<file path="src/hw/rtl/rmtt_pkg.sv">
package rmtt_pkg;

    localparam int MAX_TASKS_DEF   = 16;
    localparam int PERIOD_BITS_DEF = 16;
    localparam int LCM_BITS        = 64;
    localparam int UTIL_BITS       = 11;
    localparam int SLOT_BITS       = 4;
    localparam int RESULT_CAP      = 16;
    localparam logic [UTIL_BITS-1:0] UTIL_MAX = '1;

    typedef struct packed {
        logic [15:0] task_period;
        logic [6:0]  task_utilization;
    } task_t;

    typedef struct packed {
        logic [SLOT_BITS-1:0] task_index;
        logic [SLOT_BITS-1:0] priority_rank;
        logic [UTIL_BITS-1:0] total_utilization;
        logic [LCM_BITS-1:0]  hyperperiod;
        logic                 hyperperiod_overflow;
        logic                 table_full;
        logic                 last;
    } result_t;

    typedef enum logic {
        ALU_DIV = 1'b0,
        ALU_MUL = 1'b1
    } alu_op_t;

    typedef struct packed {
        logic    start;
        alu_op_t op;
        logic    short_len;
    } alu_cmd_t;

endpackage

</file>
<file path="src/hw/rtl/rmtt_ram.sv">
module rmtt_ram #(
    parameter int WIDTH = 16,
    parameter int DEPTH = 16
) (
    input  logic                     clk,
    input  logic                     wr_en,
    input  logic [$clog2(DEPTH)-1:0] wr_addr,
    input  logic [WIDTH-1:0]         wr_data,
    input  logic [$clog2(DEPTH)-1:0] rd_addr,
    output logic [WIDTH-1:0]         rd_data
);

    logic [WIDTH-1:0] mem [DEPTH];
    logic [WIDTH-1:0] rd_data_reg;

    always_ff @(posedge clk)
    begin
        if (wr_en)
        begin
            mem[wr_addr] <= wr_data;
        end
        rd_data_reg <= mem[rd_addr];
    end

    assign rd_data = rd_data_reg;

endmodule

</file>
<file path="src/hw/rtl/rmtt_alu.sv">
module rmtt_alu #(
    parameter int PERIOD_BITS = rmtt_pkg::PERIOD_BITS_DEF
) (
    input  logic                                          clk,
    input  logic                                          rst_n,
    input  rmtt_pkg::alu_cmd_t                            cmd,
    input  logic [rmtt_pkg::LCM_BITS-1:0]                 dividend,
    input  logic [PERIOD_BITS-1:0]                        operand,
    output logic                                          done,
    output logic [rmtt_pkg::LCM_BITS-1:0]                 quotient,
    output logic [PERIOD_BITS-1:0]                        remainder,
    output logic [rmtt_pkg::LCM_BITS+PERIOD_BITS-1:0]     product
);

    import rmtt_pkg::*;

    localparam int PB    = PERIOD_BITS;
    localparam int CNT_W = $clog2(LCM_BITS);

    logic                  busy_reg;
    logic                  done_reg;
    alu_op_t               op_reg;
    logic [CNT_W-1:0]      cnt_reg;
    logic [LCM_BITS-1:0]   word_reg;
    logic [PB-1:0]         rem_reg;
    logic [PB-1:0]         opnd_reg;
    logic [LCM_BITS+PB-1:0] acc_reg;

    logic [PB:0]            shifted;
    logic [PB:0]            diff;
    logic                   ge;
    logic [LCM_BITS+PB-1:0] addend;
    logic [LCM_BITS+PB-1:0] acc_sum;
    logic                   load;

    assign load    = cmd.start && !busy_reg;
    assign shifted = {rem_reg, word_reg[LCM_BITS-1]};
    assign ge      = shifted >= {1'b0, opnd_reg};
    assign diff    = shifted - {1'b0, opnd_reg};
    assign addend  = opnd_reg[PB-1] ? {{PB{1'b0}}, word_reg} : '0;
    assign acc_sum = {acc_reg[LCM_BITS+PB-2:0], 1'b0} + addend;

    always_ff @(posedge clk or negedge rst_n)
    begin
        if (!rst_n)
        begin
            busy_reg <= 1'b0;
            done_reg <= 1'b0;
        end
        else
        begin
            done_reg <= 1'b0;
            if (load)
            begin
                busy_reg <= 1'b1;
            end
            else if (busy_reg && cnt_reg == '0)
            begin
                busy_reg <= 1'b0;
                done_reg <= 1'b1;
            end
        end
    end

    always_ff @(posedge clk)
    begin
        if (load)
        begin
            op_reg   <= cmd.op;
            word_reg <= dividend;
            opnd_reg <= operand;
            rem_reg  <= '0;
            acc_reg  <= '0;
            if (cmd.op == ALU_MUL || cmd.short_len)
            begin
                cnt_reg <= CNT_W'(PB - 1);
            end
            else
            begin
                cnt_reg <= CNT_W'(LCM_BITS - 1);
            end
        end
        else if (busy_reg)
        begin
            cnt_reg <= cnt_reg - CNT_W'(1);
            if (op_reg == ALU_DIV)
            begin
                rem_reg  <= ge ? diff[PB-1:0] : shifted[PB-1:0];
                word_reg <= {word_reg[LCM_BITS-2:0], ge};
            end
            else
            begin
                acc_reg  <= acc_sum;
                opnd_reg <= {opnd_reg[PB-2:0], 1'b0};
            end
        end
    end

    assign done      = done_reg;
    assign quotient  = word_reg;
    assign remainder = rem_reg;
    assign product   = acc_reg;

endmodule

</file>
<file path="src/hw/rtl/rate_monotonic_task_table.sv">
// a rejected insert (table full) goes straight to its result; a zero period or a saturated
// hyperperiod skips the arithmetic, else the shared unit takes the hyperperiod mod the period,
// runs the Euclid steps, divides by the gcd and multiplies by the period; each result is then
// fetched, ranked by a scan over the stored tasks and emitted in turn; a new insert is taken
// only once the last result is in the output register; reset clears the task count, the
// utilization sum and the overflow flag and sets the hyperperiod to one, not the period table
module rate_monotonic_task_table #(
    parameter int MAX_TASKS   = rmtt_pkg::MAX_TASKS_DEF,
    parameter int PERIOD_BITS = rmtt_pkg::PERIOD_BITS_DEF
) (
    input  logic              clk,
    input  logic              rst_n,
    input  logic              task_valid,
    output logic              task_stall,
    input  rmtt_pkg::task_t   task_data,
    output logic              result_valid,
    input  logic              result_stall,
    output rmtt_pkg::result_t result_data
);

    import rmtt_pkg::*;

    localparam int PB = PERIOD_BITS;
    localparam int AW = $clog2(MAX_TASKS);
    localparam int CW = $clog2(MAX_TASKS + 1);

    typedef enum logic [9:0] {
        S_IDLE  = 10'b00_0000_0001,
        S_MOD   = 10'b00_0000_0010,
        S_GCD   = 10'b00_0000_0100,
        S_GCDW  = 10'b00_0000_1000,
        S_DIV   = 10'b00_0001_0000,
        S_MUL   = 10'b00_0010_0000,
        S_FETCH = 10'b00_0100_0000,
        S_LOAD  = 10'b00_1000_0000,
        S_SCAN  = 10'b01_0000_0000,
        S_EMIT  = 10'b10_0000_0000
    } state_t;

    state_t               state_reg, state_next;
    logic [CW-1:0]        count_reg, count_next;
    logic [UTIL_BITS-1:0] util_reg, util_next;
    logic [LCM_BITS-1:0]  lcm_reg, lcm_next;
    logic                 sat_reg, sat_next;
    logic [PB-1:0]        period_reg, period_next;
    logic [PB-1:0]        gcd_a_reg, gcd_a_next;
    logic [PB-1:0]        gcd_b_reg, gcd_b_next;
    logic [PB-1:0]        pi_reg, pi_next;
    logic [AW-1:0]        idx_i_reg, idx_i_next;
    logic [AW-1:0]        idx_j_reg, idx_j_next;
    logic [AW-1:0]        rank_reg, rank_next;
    logic                 full_reg, full_next;
    logic                 res_valid_reg, res_valid_next;
    result_t              res_data_reg, res_data_next;

    logic                     accept;
    logic                     is_full;
    logic [PB-1:0]            new_period;
    logic [UTIL_BITS:0]       util_sum;
    logic                     wr_en;
    logic [AW-1:0]            rd_addr;
    logic [PB-1:0]            rd_data;
    alu_cmd_t                 alu_cmd;
    logic [LCM_BITS-1:0]      alu_a;
    logic [PB-1:0]            alu_b;
    logic                     alu_done;
    logic [LCM_BITS-1:0]      alu_quo;
    logic [PB-1:0]            alu_rem;
    logic [LCM_BITS+PB-1:0]   alu_prod;
    logic                     lt;
    logic                     j_last;
    logic [7:0]               cnt8;
    logic [7:0]               n8;
    logic                     i_last;

    assign accept     = task_valid && !task_stall;
    assign task_stall = (state_reg != S_IDLE);
    assign is_full    = (count_reg == CW'(MAX_TASKS));
    assign new_period = PB'(task_data.task_period);
    assign util_sum   = {1'b0, util_reg} + (UTIL_BITS + 1)'(task_data.task_utilization);
    assign wr_en      = accept && !is_full;

    assign lt     = (rd_data < pi_reg) || (rd_data == pi_reg && idx_j_reg < idx_i_reg);
    assign j_last = (CW'(idx_j_reg) + CW'(1)) == count_reg;
    assign cnt8   = 8'(count_reg);
    assign n8     = (cnt8 > 8'(RESULT_CAP)) ? 8'(RESULT_CAP) : cnt8;
    assign i_last = (8'(idx_i_reg) + 8'd1) == n8;

    rmtt_ram #(
        .WIDTH (PB),
        .DEPTH (MAX_TASKS)
    ) u_period_ram (
        .clk     (clk),
        .wr_en   (wr_en),
        .wr_addr (count_reg[AW-1:0]),
        .wr_data (new_period),
        .rd_addr (rd_addr),
        .rd_data (rd_data)
    );

    rmtt_alu #(
        .PERIOD_BITS (PB)
    ) u_alu (
        .clk       (clk),
        .rst_n     (rst_n),
        .cmd       (alu_cmd),
        .dividend  (alu_a),
        .operand   (alu_b),
        .done      (alu_done),
        .quotient  (alu_quo),
        .remainder (alu_rem),
        .product   (alu_prod)
    );

    always_comb
    begin
        case (state_reg)
            S_FETCH: rd_addr = idx_i_reg;
            S_LOAD:  rd_addr = '0;
            S_SCAN:  rd_addr = idx_j_reg + AW'(1);
            default: rd_addr = idx_i_reg;
        endcase
    end

    always_comb
    begin
        state_next     = state_reg;
        count_next     = count_reg;
        util_next      = util_reg;
        lcm_next       = lcm_reg;
        sat_next       = sat_reg;
        period_next    = period_reg;
        gcd_a_next     = gcd_a_reg;
        gcd_b_next     = gcd_b_reg;
        pi_next        = pi_reg;
        idx_i_next     = idx_i_reg;
        idx_j_next     = idx_j_reg;
        rank_next      = rank_reg;
        full_next      = full_reg;
        res_valid_next = res_valid_reg && result_stall;
        res_data_next  = res_data_reg;
        alu_cmd        = '{start: 1'b0, op: ALU_DIV, short_len: 1'b0};
        alu_a          = lcm_reg;
        alu_b          = period_reg;

        case (state_reg)
            S_IDLE:
            begin
                if (accept)
                begin
                    idx_i_next = '0;
                    rank_next  = '0;
                    if (is_full)
                    begin
                        full_next  = 1'b1;
                        state_next = S_EMIT;
                    end
                    else
                    begin
                        full_next   = 1'b0;
                        count_next  = count_reg + CW'(1);
                        util_next   = util_sum[UTIL_BITS] ? UTIL_MAX : util_sum[UTIL_BITS-1:0];
                        period_next = new_period;
                        if (!sat_reg && new_period != '0)
                        begin
                            alu_cmd.start = 1'b1;
                            alu_b         = new_period;
                            state_next    = S_MOD;
                        end
                        else
                        begin
                            state_next = S_FETCH;
                        end
                    end
                end
            end

            S_MOD:
            begin
                if (alu_done)
                begin
                    gcd_a_next = period_reg;
                    gcd_b_next = alu_rem;
                    state_next = S_GCD;
                end
            end

            S_GCD:
            begin
                alu_cmd.start = 1'b1;
                if (gcd_b_reg == '0)
                begin
                    alu_b      = gcd_a_reg;
                    state_next = S_DIV;
                end
                else
                begin
                    alu_cmd.short_len = 1'b1;
                    alu_a      = {gcd_a_reg, {(LCM_BITS - PB){1'b0}}};
                    alu_b      = gcd_b_reg;
                    state_next = S_GCDW;
                end
            end

            S_GCDW:
            begin
                if (alu_done)
                begin
                    gcd_a_next = gcd_b_reg;
                    gcd_b_next = alu_rem;
                    state_next = S_GCD;
                end
            end

            S_DIV:
            begin
                if (alu_done)
                begin
                    alu_cmd.start = 1'b1;
                    alu_cmd.op    = ALU_MUL;
                    alu_a         = alu_quo;
                    alu_b         = period_reg;
                    state_next    = S_MUL;
                end
            end

            S_MUL:
            begin
                if (alu_done)
                begin
                    if (alu_prod[LCM_BITS+PB-1:LCM_BITS] != '0)
                    begin
                        lcm_next = '1;
                        sat_next = 1'b1;
                    end
                    else
                    begin
                        lcm_next = alu_prod[LCM_BITS-1:0];
                    end
                    state_next = S_FETCH;
                end
            end

            S_FETCH:
            begin
                state_next = S_LOAD;
            end

            S_LOAD:
            begin
                pi_next    = rd_data;
                idx_j_next = '0;
                rank_next  = '0;
                state_next = S_SCAN;
            end

            S_SCAN:
            begin
                rank_next = rank_reg + AW'(lt);
                if (j_last)
                begin
                    state_next = S_EMIT;
                end
                else
                begin
                    idx_j_next = idx_j_reg + AW'(1);
                end
            end

            S_EMIT:
            begin
                if (!res_valid_reg || !result_stall)
                begin
                    res_valid_next = 1'b1;
                    res_data_next.task_index    = SLOT_BITS'(idx_i_reg);
                    res_data_next.priority_rank = SLOT_BITS'(rank_reg);
                    res_data_next.table_full    = full_reg;
                    res_data_next.last          = full_reg || i_last;
                    if (idx_i_reg == '0)
                    begin
                        res_data_next.total_utilization    = util_reg;
                        res_data_next.hyperperiod          = lcm_reg;
                        res_data_next.hyperperiod_overflow = sat_reg;
                    end
                    else
                    begin
                        res_data_next.total_utilization    = '0;
                        res_data_next.hyperperiod          = '0;
                        res_data_next.hyperperiod_overflow = 1'b0;
                    end
                    if (full_reg || i_last)
                    begin
                        state_next = S_IDLE;
                    end
                    else
                    begin
                        idx_i_next = idx_i_reg + AW'(1);
                        state_next = S_FETCH;
                    end
                end
            end

            default:
            begin
                state_next = S_IDLE;
            end
        endcase
    end

    always_ff @(posedge clk or negedge rst_n)
    begin
        if (!rst_n)
        begin
            state_reg     <= S_IDLE;
            count_reg     <= '0;
            util_reg      <= '0;
            lcm_reg       <= LCM_BITS'(1);
            sat_reg       <= 1'b0;
            res_valid_reg <= 1'b0;
        end
        else
        begin
            state_reg     <= state_next;
            count_reg     <= count_next;
            util_reg      <= util_next;
            lcm_reg       <= lcm_next;
            sat_reg       <= sat_next;
            res_valid_reg <= res_valid_next;
        end
    end

    always_ff @(posedge clk)
    begin
        period_reg   <= period_next;
        gcd_a_reg    <= gcd_a_next;
        gcd_b_reg    <= gcd_b_next;
        pi_reg       <= pi_next;
        idx_i_reg    <= idx_i_next;
        idx_j_reg    <= idx_j_next;
        rank_reg     <= rank_next;
        full_reg     <= full_next;
        res_data_reg <= res_data_next;
    end

    assign result_valid = res_valid_reg;
    assign result_data  = res_data_reg;

endmodule
</file>
<file path="config.mk">
export PLATFORM = sky130hd
export DESIGN_NAME = rate_monotonic_task_table
export DESIGN_NICKNAME = d
export VERILOG_FILES = /design/src/hw/rtl/rmtt_pkg.sv /design/src/hw/rtl/rmtt_ram.sv /design/src/hw/rtl/rmtt_alu.sv /design/src/hw/rtl/rate_monotonic_task_table.sv
export SDC_FILE = /design/constraint.sdc
export NUM_CORES = 1
export LEC_CHECK = 0
export ABC_CLOCK_PERIOD_IN_PS = 9700
export BUFFER_PORTS_ARGS = -buffer_cell sky130_fd_sc_hd__buf_4
export CAP_MARGIN = 30
export CORE_MARGIN = 5
export CORE_UTILIZATION = 30
export DETAILED_ROUTE_END_ITERATION = 7
export PLACE_DENSITY = 0.49
export RECOVER_POWER = 100
export SLEW_MARGIN = 20
export SYNTH_ARGS = -nofsm -noshare
export SYNTH_HDL_FRONTEND = slang
export SYNTH_HIERARCHICAL = 1
export SYNTH_SLANG_ARGS = --single-unit
export TNS_END_PERCENT = 30
</file>
<file path="constraint.sdc">
create_clock -name clk -period 9.7 [get_ports clk]
set_clock_uncertainty 0.05 [all_clocks]
set_input_delay 0.485 -clock clk [delete_from_list [all_inputs] [get_ports clk]]
set_output_delay 0.485 -clock clk [all_outputs]
set_load 0.005 [all_outputs]
</file>
==> impl_metrics.json, run 1 <==
{
  "outcome": "finished, violations left",
  "violations": "design-rule violations, max-capacitance violations, max-slew violations",
  "place.gp.congestion": 0.811,
  "r2r_slack_ns": 3.24,
  "path_class": "register to register",
  "yosysSeqAreaShare_pct": 57.2,
  "antennaDiodeCount": 0,
  "hold_viol": 0,
  "synthCells": 3009,
  "worst_hold_slack_ns": 0.149,
  "vias_per_cell": 5.05,
  "wl_um": 94000,
  "fin_area_um2": 39400,
  "drcViolationCount": 2,
  "max_cap_viol_count": 17,
  "nets": 3230,
  "die_w_um": 350,
  "place_hpwl_um": 61700,
  "p_seq_share_pct": 39.5,
  "final_common_cell": "nand2_1",
  "grt_use_met2_pct": 23.1,
  "cp_data_arrival_time_ns": 6.96,
  "first_global_vias": 23000,
  "hold_buffers": 2,
  "use_met1_pct": 22.4,
  "rr_startpoint": "count_reg[0]",
  "crit_fanout": 54,
  "cts_tree": "yes",
  "synth-edff-count": 506,
  "core_area_um2": 115000,
  "io_buffer_count": 114,
  "clk_pin_slew_worst_paths_ns": 0.06,
  "grt_use_met3_pct": 2.25,
  "grt_usage_pct": 15.0,
  "antenna_found_initial": 4,
  "whs_path_depth": 3,
  "overflow": 0,
  "fin_crit_ns": 6.46,
  "drtPass1Iterations": 8,
  "p_int_uw": 6960,
  "grt_pass1_wl_um": 144000,
  "fmax_mhz": 155,
  "p_comb_share_pct": 31.3,
  "critPathMaxStageDelay_ns": 2.19,
  "cts_max_path_buffers": 3,
  "busiest_layer": "met2",
  "worstHoldStart": "result_stall",
  "yosys_warnings": 6,
  "hold_class": "input port to register",
  "crit_path_cell_trace": "inv_1 > ha_1 > nand4bb_1 > and2_0 > nor3b_1 > clkbuf_1 > nand3b_1 > nand2b_2 > clkbuf_1 > clkbuf_1 > o21ai_0 > nor3_1",
  "layout_common_cells": "nand2_1, edfxtp_1, o21ai_0",
  "crit_top_cell": "clkbuf_1",
  "grt_max_degree": 98,
  "reg2regPathDepth": 12,
  "finalSetupViolCount": 0,
  "top_register": "u_period_ram/mem",
  "die_h_um": 350,
  "peakVddDrop_mv": 0.152,
  "rsz0062_at_grt": "no",
  "cts_buffers": 80,
  "clkLatencyLatePin_ns": 0.66,
  "startpoint_type": "register",
  "timing.slew.headroom_pct": -137,
  "io_pins": 115,
  "clockPowerShare_pct": 29.2,
  "syn_to_final_growth_pct": 13.8,
  "setup-tns-final_ns": 0,
  "largest_reg_flops": 256,
  "first_iter_violations": 1964,
  "ant_nets": 0,
  "syn-num-nets": 3153,
  "synthFlopType": "edfxtp_1",
  "fin_crit_sh_pct": 66.6,
  "tightest_slew_ns": 3.56,
  "powerDensity_nw_per_um2": 271,
  "critPathCaptureType": "register",
  "syn_area_um2": 34600,
  "slowest_stage": "clkbuf_1",
  "cts_setup_buffers": 0,
  "cts.htree.levels": 3,
  "cts.sinks": 712,
  "rows": 124,
  "synthArstFlopShare_pct": 13.2,
  "placedInstanceArea_um2": 37100,
  "drive_gt1_share_pct": 10.4,
  "ys_ff_latch": 712,
  "initial_core_util_pct": 30.2,
  "vias": 23600,
  "p_switching_uw": 3710,
  "wl_per_cell_um": 20.1,
  "swShare_pct": 34.8,
  "design.die.area_um2": 122000,
  "syn_avg_cell_area_um2": 11.5,
  "cp_data_required_time_ns": 10.20,
  "slew_violations": 681,
  "ys_types": 112,
  "p_leak_uw": 0.0148,
  "min_to": "result_valid",
  "cts.repair.resized": 0,
  "r2r_end": "u_alu/product[52]",
  "clock-root-buffer": "clkbuf_16"
}
final cells by class:
type / instances / area [µm²]
clock inverter: 44 / 536
sequential: 712 / 19800
multi-input combinational: 2044 / 13700
timing repair buffer: 162 / 961
tap: 1512 / 1890
inverter: 86 / 325
clock buffer: 105 / 2170
fill: 11500 / 75100
worst max-delay path: cells and delay by family, from the launching register on:
| family | cells | cell delay [ns] |
|---|---|---|
| compound gates | 1 | 0.32 |
| fa+ha+maj | 1 | 0.19 |
| buf+inv | 4 | 3.95 |
| flops | 1 | 0.53 |
| simple gates | 6 | 1.23 |
metrics by stage:
step / std cells / setup slack (ns) / power, µW / util (%)
2_1_floorplan: 3009 / 3.63 / 6720 / -
3_3_place_gp: 4510 / 5.30 / 7610 / 32.3
3_5_place_dp: 4513 / 5.24 / 7610 / 32.4
4_1_cts: 4664 / 5.23 / 10800 / 34.8
5_1_grt: 4665 / 2.73 / 11300 / 34.4
6_report: 4665 / 3.24 / 10700 / 34.4
cells in the mapped netlist, types with 13 or more instances:
library cell / instances / area (µm²)
and2_1: 153 / 957
and3_1: 18 / 113
mux2i_1: 22 / 220
a222oi_1: 16 / 160
mux2_2: 18 / 203
dfrtp_1: 92 / 2300
edfxtp_1: 506 / 15200
nand2_1: 538 / 2020
nand3_1: 39 / 195
dfxtp_1: 112 / 2240
a21oi_1: 107 / 536
a21o_1: 58 / 435
o21a_1: 17 / 128
xor2_1: 27 / 236
nor3_1: 39 / 195
a211oi_1: 13 / 97.6
o21bai_1: 14 / 105
nor2_1: 165 / 619
xnor2_1: 65 / 569
o21ai_0: 171 / 856
nor4_1: 15 / 93.8
mux4_2: 54 / 1220
inv_1: 85 / 319
nand4_1: 38 / 238
ha_1: 114 / 1430
a31oi_1: 15 / 93.8
clkbuf_1: 103 / 387
a22o_1: 52 / 455
a22oi_1: 54 / 405
buf_2: 39 / 195
layer usage:
layer	part of all wire, %	vias up
li1	-	11200
met2	44	526
met1	49	11700
met4	1.9	2
met3	4.6	101
met5	0.012	-
power by group through the flow:
stage	clock network (µW)	registers, µW	logic (µW)
final	3110	4210	3340
after global routing	3330	4280	3720
after CTS	3210	4220	3360
after detailed placement	0	4280	3340
after global placement	0	4280	3340
after floorplan	0	4090	2630
logic make-up after synthesis:
| group | Yosys count | share of synthesized area (%) |
|---|---|---|
| flops | 712 | 57.2 |
| simple gates | 1092 | 14.8 |
| mux | 104 | 5.49 |
| compound gates | 639 | 12.7 |
| fa+ha+maj | 117 | 4.29 |
| buf+inv | 253 | 3.18 |
| xor+xnor | 92 | 2.33 |
worst max path at each step:
stage / startpoint / to / depth (start not counted)
global route: count_reg[0] / u_alu/product[58] / 12
global placement: u_alu/opnd_reg[15] / u_alu/product[71] / 14
CTS: u_alu/opnd_reg[15] / u_alu/product[69] / 14
finish: count_reg[0] / u_alu/product[52] / 12
floorplan: state_reg[7] / idx_i_reg[0] / 5
detailed placement: u_alu/opnd_reg[15] / u_alu/product[69] / 14
Power figures use the tool's default switching activity.
==> run 2, diff against run 1 <==
--- a/config.mk
+++ b/config.mk
@@ -5,13 +5,13 @@
 export SDC_FILE = /design/constraint.sdc
 export NUM_CORES = 1
 export LEC_CHECK = 0
-export ABC_CLOCK_PERIOD_IN_PS = 9700
+export ABC_CLOCK_PERIOD_IN_PS = 5700
 export BUFFER_PORTS_ARGS = -buffer_cell sky130_fd_sc_hd__buf_4
 export CAP_MARGIN = 30
 export CORE_MARGIN = 5
 export CORE_UTILIZATION = 30
 export DETAILED_ROUTE_END_ITERATION = 7
-export PLACE_DENSITY = 0.49
+export PLACE_DENSITY = 0.51
 export RECOVER_POWER = 100
 export SLEW_MARGIN = 20
 export SYNTH_ARGS = -nofsm -noshare
==> constraint.sdc (replaced) <==
create_clock -name clk -period 5.7 [get_ports clk]
set_clock_uncertainty 0.05 [all_clocks]
set_input_delay 0.285 -clock clk [delete_from_list [all_inputs] [get_ports clk]]
set_output_delay 0.285 -clock clk [all_outputs]
set_load 0.005 [all_outputs]
==> run 2 against run 1 <==
Register-to-register slack lost 2.5 ns. Critical endpoint is now u_period_ram/mem[3][10]. Design area is 0.22% higher. The run still ends with design-rule violations, max-capacitance violations, max-slew violations left. Fmax increased by 31%. Clock-buffer cell count is 10 higher. Largest cell class unchanged. Sequential share of layout area is 0.11 points lower. Cell count rose by 0.49%.
==> impl_metrics.json, run 2 (synthesis gave the netlist of run 1 again) <==
{
  "crit_family": "simple AND/OR/NAND/NOR gates",
  "largest_reg_flops": 256,
  "cp_data_required_time_ns": 5.89,
  "total_power_uw": 18000,
  "cts.repair.resized": 0,
  "io_buffer_count": 114,
  "r2r_slack_ns": 0.76,
  "slowest_stage": "clkbuf_1",
  "cts.htree.levels": 3,
  "powerDensity_nw_per_um2": 457,
  "reg2regPathDepth": 8,
  "initial_core_util_pct": 30.2,
  "nets": 3254,
  "slew_violations": 358,
  "antennaDiodeCount": 0,
  "cts_buffers": 81,
  "rsz0062_at_grt": "no",
  "ant_nets": 0,
  "wl_um": 92600,
  "placed_cells": 4518,
  "top_register": "u_period_ram/mem",
  "first_global_vias": 23000,
  "die_h_um": 350,
  "first_iter_violations": 1940,
  "fmax_mhz": 203,
  "fillers": 11400,
  "peakVddDrop_mv": 0.230,
  "grt_max_degree": 80,
  "outcome": "finished, violations left",
  "clk_pin_slew_worst_paths_ns": 0.06,
  "cts.sinks": 712,
  "tightest_slew_ns": 3.12,
  "worstHoldStart": "task_data[6]",
  "min_to": "util_reg[6]",
  "max_cap_viol_count": 7,
  "wl_met1_um": 45700,
  "design.die.area_um2": 122000,
  "stdcell_count": 4688,
  "place_hpwl_um": 61800,
  "antenna_found_initial": 0,
  "dr.max_layer_used": "met4",
  "path_class": "register to register",
  "hold_class": "input port to register",
  "place.gp.congestion": 0.825,
  "cts_tree": "yes",
  "wl_met2_um": 40900,
  "fin_crit_sh_pct": 86.6,
  "multi_input_area_um2": 13600,
  "layout_common_cells": "nand2_1, edfxtp_1, o21ai_0",
  "met3WireLength_um": 4630,
  "cp_num_buf_inv": 3,
  "vias_per_cell": 5.02,
  "setup-tns-final_ns": 0,
  "fin_crit_ns": 4.94,
  "final_common_cell": "nand2_1",
  "core_area_um2": 115000,
  "syn_to_final_growth_pct": 14.1,
  "die_w_um": 350,
  "drive_gt1_share_pct": 10.1,
  "clkLatencyLatePin_ns": 0.65,
  "startpoint_type": "register",
  "drtPass1Iterations": 8,
  "p_leak_uw": 0.0149,
  "final.setup.worst_slack_ns": 0.763,
  "utilization_pct": 34.5,
  "timing.slew.headroom_pct": -108,
  "cp_data_arrival_time_ns": 5.12,
  "wl_per_cell_um": 19.8,
  "crit_fanout": 16,
  "crit_top_cell": "clkbuf_1",
  "critPathMaxStageDelay_ns": 0.98,
  "io_pins": 115,
  "grt_pass1_wl_um": 143000,
  "r2r_end": "u_period_ram/mem[3][10]",
  "hold_viol": 0,
  "vias": 23500,
  "violations": "design-rule violations, max-capacitance violations, max-slew violations",
  "cts_max_path_buffers": 3,
  "drcViolationCount": 1,
  "grt_usage_pct": 14.9,
  "rows": 124,
  "overflow": 0,
  "crit_path_cell_trace": "nor4_1 > and4_1 > nand2_1 > inv_1 > clkbuf_1 > or3b_2 > nor2_1 > clkbuf_1",
  "critPathCaptureType": "register",
  "dpl_worst_slack_ns": 1.30,
  "whs_path_depth": 4,
  "clock-root-buffer": "clkbuf_16",
  "seq_area_um2": 19800,
  "rr_startpoint": "state_reg[7]",
  "finalSetupViolCount": 0
}
## run 2: cell count changes in the layout (fill, tap and decap cells not counted), moves of 3 or more
cell / before / now
dlygate4sd3_1: 2 / 21
clkbuf_2: 0 / 6
clkinv_1: 12 / 7
inv_6: 1 / 5
a21oi_1: 106 / 109
clkbuf_4: 56 / 53
clkbuf_1: 96 / 101
## run 2: report_power, final
| part | switching [µW] | internal [µW] | leakage (µW) |
|---|---|---|---|
| logic | 3360 | 2300 | 0.00689 |
| clock network | 2170 | 3020 | 0.00126 |
| registers | 726 | 6450 | 0.00674 |
| total | 6260 | 11800 | 0.0149 |
## run 2: how the worst max path moves through the flow
stage	depth (start not counted)	startpoint	to	slack, ns
4_1_cts	11	state_reg[7]	u_alu/quotient[13]	1.24
6_report	8	state_reg[7]	u_period_ram/mem[3][10]	0.76
2_1_floorplan	13	state_reg[0]	u_alu/quotient[0]	1.47
3_3_place_gp	11	state_reg[7]	u_alu/quotient[29]	1.38
3_5_place_dp	11	state_reg[7]	u_alu/quotient[29]	1.30
5_1_grt	8	state_reg[7]	u_period_ram/mem[8][6]	0.48
## run 2: cell type report
| cell class | instances | share of cell area [%] |
|---|---|---|
| timing repair buffer | 185 | 3.08 |
| clock buffer | 115 | 5.66 |
| clock inverter | 34 | 0.941 |
| tap | 1512 | 4.79 |
| sequential | 712 | 50.1 |
| inverter | 86 | 0.837 |
| multi-input combinational | 2044 | 34.6 |
## run 2: metrics by stage
stage	cell area, µm²	hold slack, ns
after floorplan	34600	-0.0606
after global placement	37000	0.315
after detailed placement	37200	0.321
after CTS	40000	0.0511
after global routing	39500	0.0840
final	39500	0.101
## run 2: tightest hold or removal path: cells and delay by family
kind            cells  cell delay, ns
fa+ha+maj           1            0.15
xor+xnor            1            0.12
compound gates      1            0.12
buf+inv             1            0.08
## run 2: routing by layer
metal / up-vias / GRT usage, %
li1: 11300 / -
met1: 11600 / 22.3
met2: 528 / 22.8
met3: 90 / 2.45
met4: 0 / 3.34
met5: - / 0
## run 2: what timing repair did
| action | in CTS | in global routing |
|---|---|---|
| buffers inserted | 0 | 0 |
| hold buffers | 21 | 0 |
| endpoints found under the hold margin | 335 | 0 |
